### src/hw/rtl/assert_macros.svh
// ----------------------------------------------------------------------------
// Assertion macros
// Concurrent assertion wrappers that compile away in synthesis.
// ----------------------------------------------------------------------------
`ifndef ASSERT_MACROS_SVH
`define ASSERT_MACROS_SVH
`ifndef SYNTHESIS
`define FDF_ASSERT(lbl, clk, rst, prop, msg) \
   lbl: assert property (@(posedge clk) disable iff (rst) prop) else $error(msg);
`define FDF_ASSERT_ALWAYS(lbl, clk, prop, msg) \
   lbl: assert property (@(posedge clk) prop) else $error(msg);
`else
`define FDF_ASSERT(lbl, clk, rst, prop, msg)
`define FDF_ASSERT_ALWAYS(lbl, clk, prop, msg)
`endif
`endif

### src/hw/rtl/fdf_pkg.sv
// ----------------------------------------------------------------------------
// FIR filter package
// Sizes, command codes and the queue entry shared by the filter modules.
// ----------------------------------------------------------------------------
package fdf_pkg;

   localparam int TAPS            = 32;
   localparam int TAP_IDX_W       = (TAPS > 1) ? $clog2(TAPS) : 1;
   localparam int TAPCNT_W        = $clog2(TAPS + 1);
   localparam int SAMPLE_W        = 16;
   localparam int FRAC_W          = 15;
   localparam int CMD_W           = 2;
   localparam int COEF_IDX_W      = 5;
   localparam int TAP_COUNT_W     = 6;
   localparam int TAP_COUNT_RESET = 32;
   localparam int PROD_W          = 2 * SAMPLE_W;
   localparam int ACC_W           = PROD_W + TAP_IDX_W + 1;
   localparam int QUEUE_DEPTH     = 2;
   localparam int QPTR_W          = (QUEUE_DEPTH > 1) ? $clog2(QUEUE_DEPTH) : 1;
   localparam int QCNT_W          = $clog2(QUEUE_DEPTH + 1);

   localparam logic [CMD_W-1:0] CMD_FILTER = 2'd0;
   localparam logic [CMD_W-1:0] CMD_COEF   = 2'd1;
   localparam logic [CMD_W-1:0] CMD_CLEAR  = 2'd2;

   typedef struct packed {
      logic [CMD_W-1:0]      cmd;
      logic [SAMPLE_W-1:0]   data;
      logic [COEF_IDX_W-1:0] idx;
   } queue_entry_type;

endpackage

### src/hw/rtl/fdf_front.sv
// ----------------------------------------------------------------------------
// FIR filter front end
// Accepts request beats, drops commands with no effect and queues the rest.
// ----------------------------------------------------------------------------
`include "assert_macros.svh"

module fdf_front
   import fdf_pkg::*;
(
   input  logic                         clock,
   input  logic                         reset,
   input  logic                         req_valid,
   output logic                         req_stall,
   input  logic [CMD_W-1:0]             req_command,
   input  logic signed [SAMPLE_W-1:0]   req_sample_in,
   input  logic [COEF_IDX_W-1:0]        req_coef_index,
   input  logic signed [SAMPLE_W-1:0]   req_coef_value,
   output logic                         q_valid,
   output queue_entry_type              q_entry,
   input  logic                         q_pop
);

   queue_entry_type    entry_ff [QUEUE_DEPTH];
   queue_entry_type    entry_in;
   logic [QPTR_W-1:0]  wr_ptr_ff, wr_ptr_in;
   logic [QPTR_W-1:0]  rd_ptr_ff, rd_ptr_in;
   logic [QCNT_W-1:0]  count_ff, count_in;
   logic               keep;
   logic               push;

   always_comb begin
      keep     = 1'b0;
      entry_in = '{cmd: req_command, data: req_sample_in, idx: req_coef_index};
      unique case (req_command)
         CMD_FILTER: begin
            keep = 1'b1;
         end
         CMD_COEF: begin
            keep          = (int'(req_coef_index) < TAPS);
            entry_in.data = req_coef_value;
         end
         CMD_CLEAR: begin
            keep = 1'b1;
         end
         default: begin
            keep = 1'b0;
         end
      endcase
   end

   assign req_stall = (count_ff == QCNT_W'(QUEUE_DEPTH));
   assign push      = req_valid && !req_stall && keep;
   assign q_valid   = (count_ff != '0);
   assign q_entry   = entry_ff[rd_ptr_ff];

   always_comb begin
      wr_ptr_in = wr_ptr_ff;
      rd_ptr_in = rd_ptr_ff;
      if (push) begin
         wr_ptr_in = (int'(wr_ptr_ff) == QUEUE_DEPTH - 1) ? '0 : wr_ptr_ff + QPTR_W'(1);
      end
      if (q_pop) begin
         rd_ptr_in = (int'(rd_ptr_ff) == QUEUE_DEPTH - 1) ? '0 : rd_ptr_ff + QPTR_W'(1);
      end
      count_in = count_ff + QCNT_W'(push) - QCNT_W'(q_pop);
   end

   always_ff @(posedge clock) begin
      if (reset) begin
         wr_ptr_ff <= '0;
         rd_ptr_ff <= '0;
         count_ff  <= '0;
      end else begin
         wr_ptr_ff <= wr_ptr_in;
         rd_ptr_ff <= rd_ptr_in;
         count_ff  <= count_in;
      end
   end

   always_ff @(posedge clock) begin
      if (push) begin
         entry_ff[wr_ptr_ff] <= entry_in;
      end
   end

   `FDF_ASSERT(a_queue_bound, clock, reset, (count_ff <= QCNT_W'(QUEUE_DEPTH)), "queue overfilled")

endmodule

### src/hw/rtl/fdf_back.sv
// ----------------------------------------------------------------------------
// FIR filter back end
// Holds history and coefficients and runs one shared multiply-accumulate
// over the taps in use, then rounds, saturates and shifts the history.
// ----------------------------------------------------------------------------
`include "assert_macros.svh"

module fdf_back
   import fdf_pkg::*;
(
   input  logic                         clock,
   input  logic                         reset,
   input  logic [TAPCNT_W-1:0]          taps_used,
   input  logic                         q_valid,
   input  queue_entry_type              q_entry,
   output logic                         q_pop,
   output logic                         rsp_valid,
   input  logic                         rsp_stall,
   output logic signed [SAMPLE_W-1:0]   rsp_sample_out,
   output logic                         rsp_saturated
);

   localparam logic [1:0] ST_IDLE  = 2'd0;
   localparam logic [1:0] ST_RUN   = 2'd1;
   localparam logic [1:0] ST_DRAIN = 2'd2;
   localparam logic [1:0] ST_ROUND = 2'd3;

   localparam logic signed [ACC_W-1:0] OUT_MAX = ACC_W'((1 <<< (SAMPLE_W - 1)) - 1);
   localparam logic signed [ACC_W-1:0] OUT_MIN = -OUT_MAX - ACC_W'(1);
   localparam logic signed [ACC_W-1:0] BIAS    = ACC_W'(1 <<< (FRAC_W - 1));

   logic [1:0]                  state_ff, state_in;
   logic [TAP_IDX_W-1:0]        tap_ff, tap_in;
   logic signed [SAMPLE_W-1:0]  hist_ff [TAPS];
   logic signed [SAMPLE_W-1:0]  hist_in [TAPS];
   logic signed [SAMPLE_W-1:0]  coef_ff [TAPS];
   logic signed [SAMPLE_W-1:0]  coef_in [TAPS];
   logic signed [PROD_W-1:0]    prod_ff, prod_in;
   logic                        prod_vld_ff, prod_vld_in;
   logic signed [ACC_W-1:0]     acc_ff, acc_in;
   logic                        rsp_valid_ff, rsp_valid_in;
   logic signed [SAMPLE_W-1:0]  out_ff, out_in;
   logic                        sat_ff, sat_in;
   logic signed [ACC_W-1:0]     biased;
   logic signed [ACC_W-1:0]     shifted;
   logic                        last_tap;

   assign last_tap = (TAPCNT_W'(tap_ff) == taps_used - TAPCNT_W'(1));
   assign biased   = acc_ff + BIAS;
   assign shifted  = biased >>> FRAC_W;

   always_comb begin
      state_in     = state_ff;
      tap_in       = tap_ff;
      hist_in      = hist_ff;
      coef_in      = coef_ff;
      prod_in      = coef_ff[tap_ff] * hist_ff[tap_ff];
      prod_vld_in  = 1'b0;
      acc_in       = prod_vld_ff ? acc_ff + ACC_W'(prod_ff) : acc_ff;
      rsp_valid_in = rsp_valid_ff && rsp_stall;
      out_in       = out_ff;
      sat_in       = sat_ff;
      q_pop        = 1'b0;
      unique case (state_ff)
         ST_IDLE: begin
            if (q_valid) begin
               q_pop = 1'b1;
               unique case (q_entry.cmd)
                  CMD_FILTER: begin
                     hist_in[0] = q_entry.data;
                     tap_in     = '0;
                     acc_in     = '0;
                     state_in   = ST_RUN;
                  end
                  CMD_COEF: begin
                     for (int j = 0; j < TAPS; j++) begin
                        if (int'(q_entry.idx) == j) begin
                           coef_in[j] = q_entry.data;
                        end
                     end
                  end
                  CMD_CLEAR: begin
                     for (int j = 0; j < TAPS; j++) begin
                        hist_in[j] = '0;
                     end
                  end
                  default: begin
                     state_in = ST_IDLE;
                  end
               endcase
            end
         end
         ST_RUN: begin
            prod_vld_in = 1'b1;
            tap_in      = tap_ff + TAP_IDX_W'(1);
            if (last_tap) begin
               state_in = ST_DRAIN;
            end
         end
         ST_DRAIN: begin
            state_in = ST_ROUND;
         end
         ST_ROUND: begin
            if (!rsp_valid_ff || !rsp_stall) begin
               rsp_valid_in = 1'b1;
               priority if (shifted > OUT_MAX) begin
                  out_in = OUT_MAX[SAMPLE_W-1:0];
                  sat_in = 1'b1;
               end else if (shifted < OUT_MIN) begin
                  out_in = OUT_MIN[SAMPLE_W-1:0];
                  sat_in = 1'b1;
               end else begin
                  out_in = shifted[SAMPLE_W-1:0];
                  sat_in = 1'b0;
               end
               for (int j = 1; j < TAPS; j++) begin
                  if (TAPCNT_W'(j) < taps_used) begin
                     hist_in[j] = hist_ff[j-1];
                  end
               end
               state_in = ST_IDLE;
            end
         end
      endcase
   end

   always_ff @(posedge clock) begin
      if (reset) begin
         state_ff     <= ST_IDLE;
         prod_vld_ff  <= 1'b0;
         rsp_valid_ff <= 1'b0;
         hist_ff      <= '{default: '0};
         coef_ff      <= '{default: '0};
      end else begin
         state_ff     <= state_in;
         prod_vld_ff  <= prod_vld_in;
         rsp_valid_ff <= rsp_valid_in;
         hist_ff      <= hist_in;
         coef_ff      <= coef_in;
      end
   end

   always_ff @(posedge clock) begin
      tap_ff  <= tap_in;
      prod_ff <= prod_in;
      acc_ff  <= acc_in;
      out_ff  <= out_in;
      sat_ff  <= sat_in;
   end

   assign rsp_valid      = rsp_valid_ff;
   assign rsp_sample_out = out_ff;
   assign rsp_saturated  = sat_ff;

   `FDF_ASSERT(a_tap_in_range, clock, reset, (state_ff == ST_RUN) |-> (TAPCNT_W'(tap_ff) < taps_used), "tap index beyond taps in use")
   `FDF_ASSERT(a_rsp_from_round, clock, reset, $rose(rsp_valid_ff) |-> $past(state_ff == ST_ROUND), "result appeared outside the round step")
   `FDF_ASSERT(a_prod_in_walk, clock, reset, prod_vld_ff |-> (state_ff == ST_RUN || state_ff == ST_DRAIN), "product pending outside the tap walk")

endmodule

### src/hw/rtl/fir_filter_direct_form.sv
// ----------------------------------------------------------------------------
// Direct-form FIR filter
// Run-time tap count, Q1.15 samples and coefficients, rounded and saturated
// output, with a command queue in front of a shared multiply-accumulate.
//
//   channel   direction  handshake           beat carries
//   req_      in         valid / stall       command, sample, coefficient
//   rsp_      out        valid / stall       filtered sample, saturation flag
//   csr_      in         valid / ready       tap count
//
// A filter beat walks the taps in use in the back end, one tap per cycle
// through the single shared multiplier; other commands act when popped.
// The queue holds two beats, so requests are taken while the back end works.
// Synchronous reset zeroes history and coefficients and sets 32 taps in use.
// A stalled result holds the back end in its rounding step until taken.
// ----------------------------------------------------------------------------
module fir_filter_direct_form
   import fdf_pkg::*;
(
   input  logic                         clock,
   input  logic                         reset,
   input  logic                         req_valid,
   output logic                         req_stall,
   input  logic [CMD_W-1:0]             req_command,
   input  logic signed [SAMPLE_W-1:0]   req_sample_in,
   input  logic [COEF_IDX_W-1:0]        req_coef_index,
   input  logic signed [SAMPLE_W-1:0]   req_coef_value,
   output logic                         rsp_valid,
   input  logic                         rsp_stall,
   output logic signed [SAMPLE_W-1:0]   rsp_sample_out,
   output logic                         rsp_saturated,
   input  logic                         csr_valid,
   output logic                         csr_ready,
   input  logic [TAP_COUNT_W-1:0]       csr_tap_count
);

   logic [TAP_COUNT_W-1:0] tap_count_ff, tap_count_in;
   logic [TAPCNT_W-1:0]    taps_used;
   logic                   q_valid;
   queue_entry_type        q_entry;
   logic                   q_pop;

   assign csr_ready    = 1'b1;
   assign tap_count_in = csr_valid ? csr_tap_count : tap_count_ff;

   always_ff @(posedge clock) begin
      if (reset) begin
         tap_count_ff <= TAP_COUNT_W'(TAP_COUNT_RESET);
      end else begin
         tap_count_ff <= tap_count_in;
      end
   end

   always_comb begin
      priority if (tap_count_ff == '0) begin
         taps_used = TAPCNT_W'(1);
      end else if (int'(tap_count_ff) > TAPS) begin
         taps_used = TAPCNT_W'(TAPS);
      end else begin
         taps_used = TAPCNT_W'(tap_count_ff);
      end
   end

   fdf_front u_front (
      .clock          (clock),
      .reset          (reset),
      .req_valid      (req_valid),
      .req_stall      (req_stall),
      .req_command    (req_command),
      .req_sample_in  (req_sample_in),
      .req_coef_index (req_coef_index),
      .req_coef_value (req_coef_value),
      .q_valid        (q_valid),
      .q_entry        (q_entry),
      .q_pop          (q_pop)
   );

   fdf_back u_back (
      .clock          (clock),
      .reset          (reset),
      .taps_used      (taps_used),
      .q_valid        (q_valid),
      .q_entry        (q_entry),
      .q_pop          (q_pop),
      .rsp_valid      (rsp_valid),
      .rsp_stall      (rsp_stall),
      .rsp_sample_out (rsp_sample_out),
      .rsp_saturated  (rsp_saturated)
   );

endmodule
### config.mk
export PLATFORM = sky130hd
export DESIGN_NAME = fir_filter_direct_form
export DESIGN_NICKNAME = d
export VERILOG_FILES = /design/src/hw/rtl/fdf_pkg.sv /design/src/hw/rtl/fdf_front.sv /design/src/hw/rtl/fdf_back.sv /design/src/hw/rtl/fir_filter_direct_form.sv
export VERILOG_INCLUDE_DIRS = /design/src /design/src/hw/rtl
export SDC_FILE = /design/constraint.sdc
export NUM_CORES = 2
export LEC_CHECK = 0
export BUFFER_PORTS_ARGS = -buffer_cell sky130_fd_sc_hd__buf_2
export CAP_MARGIN = 20
export CORE_MARGIN = 3
export CORE_UTILIZATION = 55
export DETAILED_ROUTE_END_ITERATION = 16
export GPL_ROUTABILITY_DRIVEN = 0
export GPL_TIMING_DRIVEN = 0
export PLACE_DENSITY = 0.73
export SLEW_MARGIN = 15
export SYNTH_ARGS = -nofsm -noshare
export SYNTH_HDL_FRONTEND = slang
export SYNTH_SLANG_ARGS = --single-unit
### constraint.sdc
create_clock -name clock -period 9 [get_ports clock]
set_input_delay 0.9 -clock clock [delete_from_list [all_inputs] [get_ports clock]]
set_output_delay 0.9 -clock clock [all_outputs]
set_load 0.01 [all_outputs]
; ---- Yosys cells after proc, flatten, opt, wreduce, memory -nomap -nowiden
; Memories as Yosys holds them, arrays and structs flattened. A register that Yosys moved wholly into a read port is not among the register bits.
; Cells that the tools add are included.
[totals]
ff_bits = 1130
latchBits = 0
ramBits = 46
romBits = 0
input_bits = 50
out_inout_bits = 20
elab_cells = 355
memories = 1
[classes]
add_sub_neg = 8
multipliers = 1
div = 0
n_lt_le_gt_ge = 35
n_eq_ne = 77
shift = 0
mux = 71
n_bitwise = 1
n_reduce_logical = 85
[mem_list]
columns = name, words, word_bits, rd, rd_ports_with_merged_regs, write_ports, line
row1 = u_front.entry_ff, 2, 23, 1, 1, 1, fdf_front.sv:23  ; queue_entry_type entry_ff [QUEUE_DEPTH];
[op_table]
columns = operator, count
row1 = 2-to-1 mux 496 bit, 3
row2 = one-hot mux 496 bit (2 select lines), 1
row3 = 2-to-1 mux 16 bit, 37
row4 = binary-select mux 16 bit (select 5 bit), 2
row5 = AND reduction 5 bit, 31
row6 = 2-to-1 mux 38 bit, 4
row7 = AND reduction 4 bit, 33
row8 = "less-than comparator 5 x 6 -> 1 bit, first input constant", 16
row9 = "== test 5 bit, second input constant", 16
row10 = "!= test 2 x 1 -> 1 bit, second input constant", 33
row11 = "less-than comparator 4 x 6 -> 1 bit, first input constant", 8
row12 = "== test 5 x 4 -> 1 bit, second input constant", 8
row13 = "adder 38 x 16 -> 38 bit, second input constant", 1
row14 = adder 38 x 32 -> 38 bit, 1
row15 = multiplier 16 x 16 -> 32 bit, 1
row16 = one-hot mux 16 bit (2 select lines), 1
row17 = "less-than comparator 3 x 6 -> 1 bit, first input constant", 4
row18 = "greater-than comparator 23 x 16 -> 1 bit, second input constant", 1
row19 = "less-than comparator 23 x 16 -> 1 bit, second input constant", 1
row20 = "== test 5 x 3 -> 1 bit, second input constant", 4
row21 = 2-to-1 mux 1 bit, 13
row22 = "less-than comparator 2 x 6 -> 1 bit, first input constant", 2
row23 = 2-to-1 mux 6 bit, 2
row24 = "== test 2 bit, second input constant", 5
row25 = other kinds (30), 50

; ---- Logic depth before layout (Yosys ltp)
[logic_depth]
word_depth = 7
ltp_mapped = 31
ltp_nobuf = 27

; ---- Hierarchy
; Synthesis repeated with hierarchy kept, for this count alone.
[hier_totals]
cells_unflattened = 6986
hier_area_um2 = 62403.6
[modules_own_cells]
columns = mod, n_inst, cells_per_inst, area_per_inst_um2
row1 = fdf_back, 1, 6841, 59971.3
row2 = fdf_front, 1, 116, 2167.1
row3 = fir_filter_direct_form, 1, 29, 265.3

; ---- Worst setup path before layout
; Ideal clock, no wire load.
[synth_path]
kind = reg-to-reg
from = register u_back.tap_ff[1]
to = register u_back.prod_ff[25]
setup_ns = 0.072
t_arrival_ns = 7.734
path_slack_ns = 1.194
stages_incl_launch_ff = 29
period_less_slack_ns = 7.806
cell_sequence = edfxtp_1 buf_2 clkbuf_1 buf_1 mux4_2 mux4_2 mux2i_4 buf_2 nor2_1 fa_1 inv_1 fa_1 fa_1 inv_1 fa_1 fa_1 inv_1 fa_1 inv_1 ha_1 a21o_1 a21oi_1 o21ai_0 a221oi_2 a21oi_2 a221o_1 a31o_2 a21oi_1 xnor2_1
[synth_between]
elab_chain_len = 5
word_cells_on_any_way = 8
classes_between = mul: 1 / mux: 6 / bitwise: 1
[synth_lines]
columns = element, line
row1 = from (decl), fdf_back.sv:33  ; logic [TAP_IDX_W-1:0] tap_ff, tap_in;
row2 = from (signal assigned), fdf_back.sv:144  ; tap_ff <= tap_in;
row3 = inverter 5 -> 6 bit (not written as such) (*), fdf_back.sv:57  ; prod_in = coef_ff[tap_ff] * hist_ff[tap_ff];
row4 = binary-select mux 16 bit (select 5 bit), fdf_back.sv:57
row5 = 2-to-1 mux 16 bit (not written as such) (2 in series), fdf_back.sv:57
row6 = multiplier 16 x 16 -> 32 bit (*), fdf_back.sv:57
row7 = named net u_back.prod_in[25], fdf_back.sv:38  ; logic signed [PROD_W-1:0] prod_ff, prod_in;
row8 = to (signal assigned), fdf_back.sv:145  ; prod_ff <= prod_in;
row9 = to (decl), fdf_back.sv:38
; The timed path passes the listed nets; every way through them passes the cells marked *. The select of a mux whose other input is x is not followed.
; A chain may end at the register's enable or synchronous reset.

; ---- Final worst setup path
; Ends and elaborated chain as after synthesis.

==> flow_summary.json <==
{
  "io_pins": 70,
  "routed_wirelength_mm": 214,
  "cts.htree.levels": 3,
  "highest_layer": "met5",
  "violations": "design-rule violations",
  "netlist_instances": 6478,
  "clockBufferDepth": 3,
  "wl_met2_mm": 92.0,
  "async_flop_share": 0,
  "fin_skew_ns": 0.0410,
  "hold_violations": 0,
  "worst_hold_path_type": "primary input to register",
  "drt_iter0_drc": 8525,
  "power_mw": 14.2,
  "drive_gt1_frac": 0.127,
  "cts_hold_buf": 0,
  "path_clk_slew_ns": 0.06,
  "die_h_um": 341,
  "synth_top_flop_cell": "dfxtp_1",
  "crit_arrival_ns": 9.40,
  "syn_area_sq_um": 61700,
  "cp_top_family": "adder cells",
  "p_per_area_nw_per_um2": 207,
  "synth_compound_gate_area_share": 0.134,
  "setup_tns_ns": 0,
  "ys_seq_elements": 1177,
  "placed_area_sq_um": 64100,
  "syn_area_per_cell_sq_um": 9.52,
  "met3WireLength_mm": 28.5,
  "syn_to_final_growth_pct": 11.7,
  "fp.dieArea_sq_um": 116000,
  "die_w_um": 341,
  "grt_pass1_wl_mm": 319,
  "layout_setup_ws_ns": 0.244,
  "p_leak_nw": 24.4,
  "synth_top_family_by_area": "simple AND/OR/NAND/NOR gates",
  "cts-root-buf": "clkbuf_16",
  "fin_util": 0.621,
  "grt_usage": 0.360,
  "post-place-ws_ns": -1.29,
  "ant_nets": 0,
  "status": "finished, violations left",
  "max_freq_mhz": 114,
  "yosysTopAreaCell": "dfxtp_1",
  "synth_nets": 6924,
  "synthAdderAreaFrac": 0.112,
  "wire_per_inst_um": 25.8,
  "cp_data_required_time_ns": 9.64,
  "netlist_top_cells_count": "1109 x dfxtp_1, 811 x nor2_1, 651 x nand2_1",
  "synth_area_leaders": "dfxtp_1 36%, mux4_2 12%, fa_1 8.5%, a211oi_1 6.4%, nor2_1 4.9%",
  "slowest_delay_ns": 0.59,
  "drc_errors": 1,
  "wl_met1_mm": 77.1,
  "start_util": 0.556,
  "yosysMostFrequentCell": "dfxtp_1",
  "cts_sinks": 1177,
  "via_per_inst": 6.48,
  "grt_overflow": 0,
  "vias": 53800,
  "dr.pass1.iters": 13,
  "critPathMaxFanout": 10,
  "cts_made_buffers": 121,
  "synth_top_cell_area_share": 0.360,
  "dp_hpwl_mm": 157,
  "cp-start-kind": "register",
  "fillers": 9132,
  "synthDistinctLibCells": 74,
  "final_nets": 7158,
  "cp_common_cell": "fa_1",
  "synth_edf_count": 68,
  "yosysWarnings": 0,
  "grt_start_max_net_pins": 24,
  "slew_viol_final": 0,
  "synthMuxAreaShare": 0.137,
  "path_buf_inv": 11,
  "fin_crit_sh": 0.973,
  "synth_xor_area_frac": 0.0122,
  "slew_headroom": 0.227,
  "period_needed_ns": 8.76,
  "rsz0062_at_grt": "true",
  "core_area_sq_um": 111000,
  "path_class": "register to register",
  "cts_tree": "done",
  "ys_seq_area_frac": 0.393,
  "num_rows": 122,
  "tightest_slew_ns": 1.14,
  "port_buffers": 66,
  "insertion_delay_ns": 0.77,
  "stdcell_area_sq_um": 68900,
  "critPathCaptureType": "register",
  "synthSimpleGateAreaFrac": 0.151,
  "crit_slowest_cell": "mux4_2",
  "setup_violations": 0,
  "maxCapViolCount": 0,
  "first_global_vias": 51600,
  "antenna_found_initial": 9,
  "vdd_drop_max_uv": 183
}
-- power breakdown --
part	leakage [nW]	total, mW	switching, mW	internal (mW)
Sequential	9.56	5.56	0.132	5.42
Clock	2.05	5.32	2.25	3.07
Combinational	12.8	3.37	2.49	0.872
Total	24.4	14.2	4.88	9.37
-- cell usage in the layout, fill, tap and decap left out, drive strengths merged, types with 4 or more instances in the layout --
cell / instances
mux4: 320
nand3: 527
and4: 4
nor2: 814
a31oi: 16
o22ai: 7
o21a: 14
a21oi: 580
or3: 10
nand2: 653
clkbuf: 582
and3: 12
o21bai: 11
nand4: 9
dfxtp: 1109
o41ai: 4
inv: 374
xor2: 32
fa: 263
nor4: 6
a211oi: 526
edfxtp: 68
and2: 11
bufinv: 14
buf: 237
xnor2: 54
nor2b: 41
o221ai: 5
a21boi: 5
o211ai: 5
nand2b: 37
ha: 133
clkinv: 30
a21o: 30
nor3: 38
o21ai: 84
mux2i: 67
mux2: 25
or2: 14
-- cells by family after synthesis --
family          Yosys count
xor+xnor                 86
buf+inv                 906
simple gates           2184
fa+ha+maj               396
other cells               1
compound gates         1316
flops                  1177
mux                     412
-- what timing repair did --
action,CTS,global route
pin swaps,0,1
setup buffers,19,10
gates cloned,0,0
setup endpoints to repair,16,4
gates resized for setup,52,36
-- per-layer routing --
layer | up-vias | global-route usage
met4 | 12 | 0.229
met5 | - | 0
li1 | 23200 | -
met3 | 831 | 0.114
met2 | 3735 | 0.534
met1 | 26100 | 0.458
-- final timing paths --
check / start / endpoint / slack, ns / cells after the start
max: u_back.tap_ff[1]$_SDFFCE_PN0P_ / u_back.prod_ff[25]$_DFF_P_ / 0.24 / 31
min: req_coef_index[0] / u_front.entry_ff[1][0]$_DFFE_PP_ / 0.34 / 1
max reg2reg: u_back.tap_ff[1]$_SDFFCE_PN0P_ / u_back.prod_ff[25]$_DFF_P_ / 0.24 / 31
min reg2reg: u_back.hist_ff[13]$_SDFFE_PP0P_ / u_back.hist_ff[13]$_SDFFE_PP0P_ / 0.45 / 2
-- area by class of cell --
type | count | area [sq um] | share of cell area
diodes | 2 | 5.00 | 0.0000727
plain buffers | 534 | 2510 | 0.0365
clock buffers | 172 | 3450 | 0.0501
clock inverters | 51 | 717 | 0.0104
inverters | 370 | 1390 | 0.0202
multi-input cells | 4395 | 33800 | 0.491
flip-flops and latches | 1177 | 24200 | 0.352
well taps | 1488 | 1860 | 0.0270
repair buffers | 113 | 873 | 0.0127
-- per-stage QoR --
stage / hold WS, ns / cells
after floorplan: 0.429 / 6478
after global placement: 0.436 / 8032
after detailed placement: 0.445 / 8048
after CTS: 0.327 / 8289
after global routing: 0.350 / 8300
final: 0.337 / 8302
-- flip-flops by register name, indices dropped and copies added, names as in the netlist, 2 cells and up, named ones only --
register               count
u_front.entry_ff          46
u_back.prod_ff            32
u_back.state_ff            2
u_back.acc_ff             38
u_back.tap_ff              5
tap_count_ff               6
u_back.rsp_sample_out     16
u_back.hist_ff           512
u_back.coef_ff           512
u_front.count_ff           2
Power figures use the tool's default switching activity.
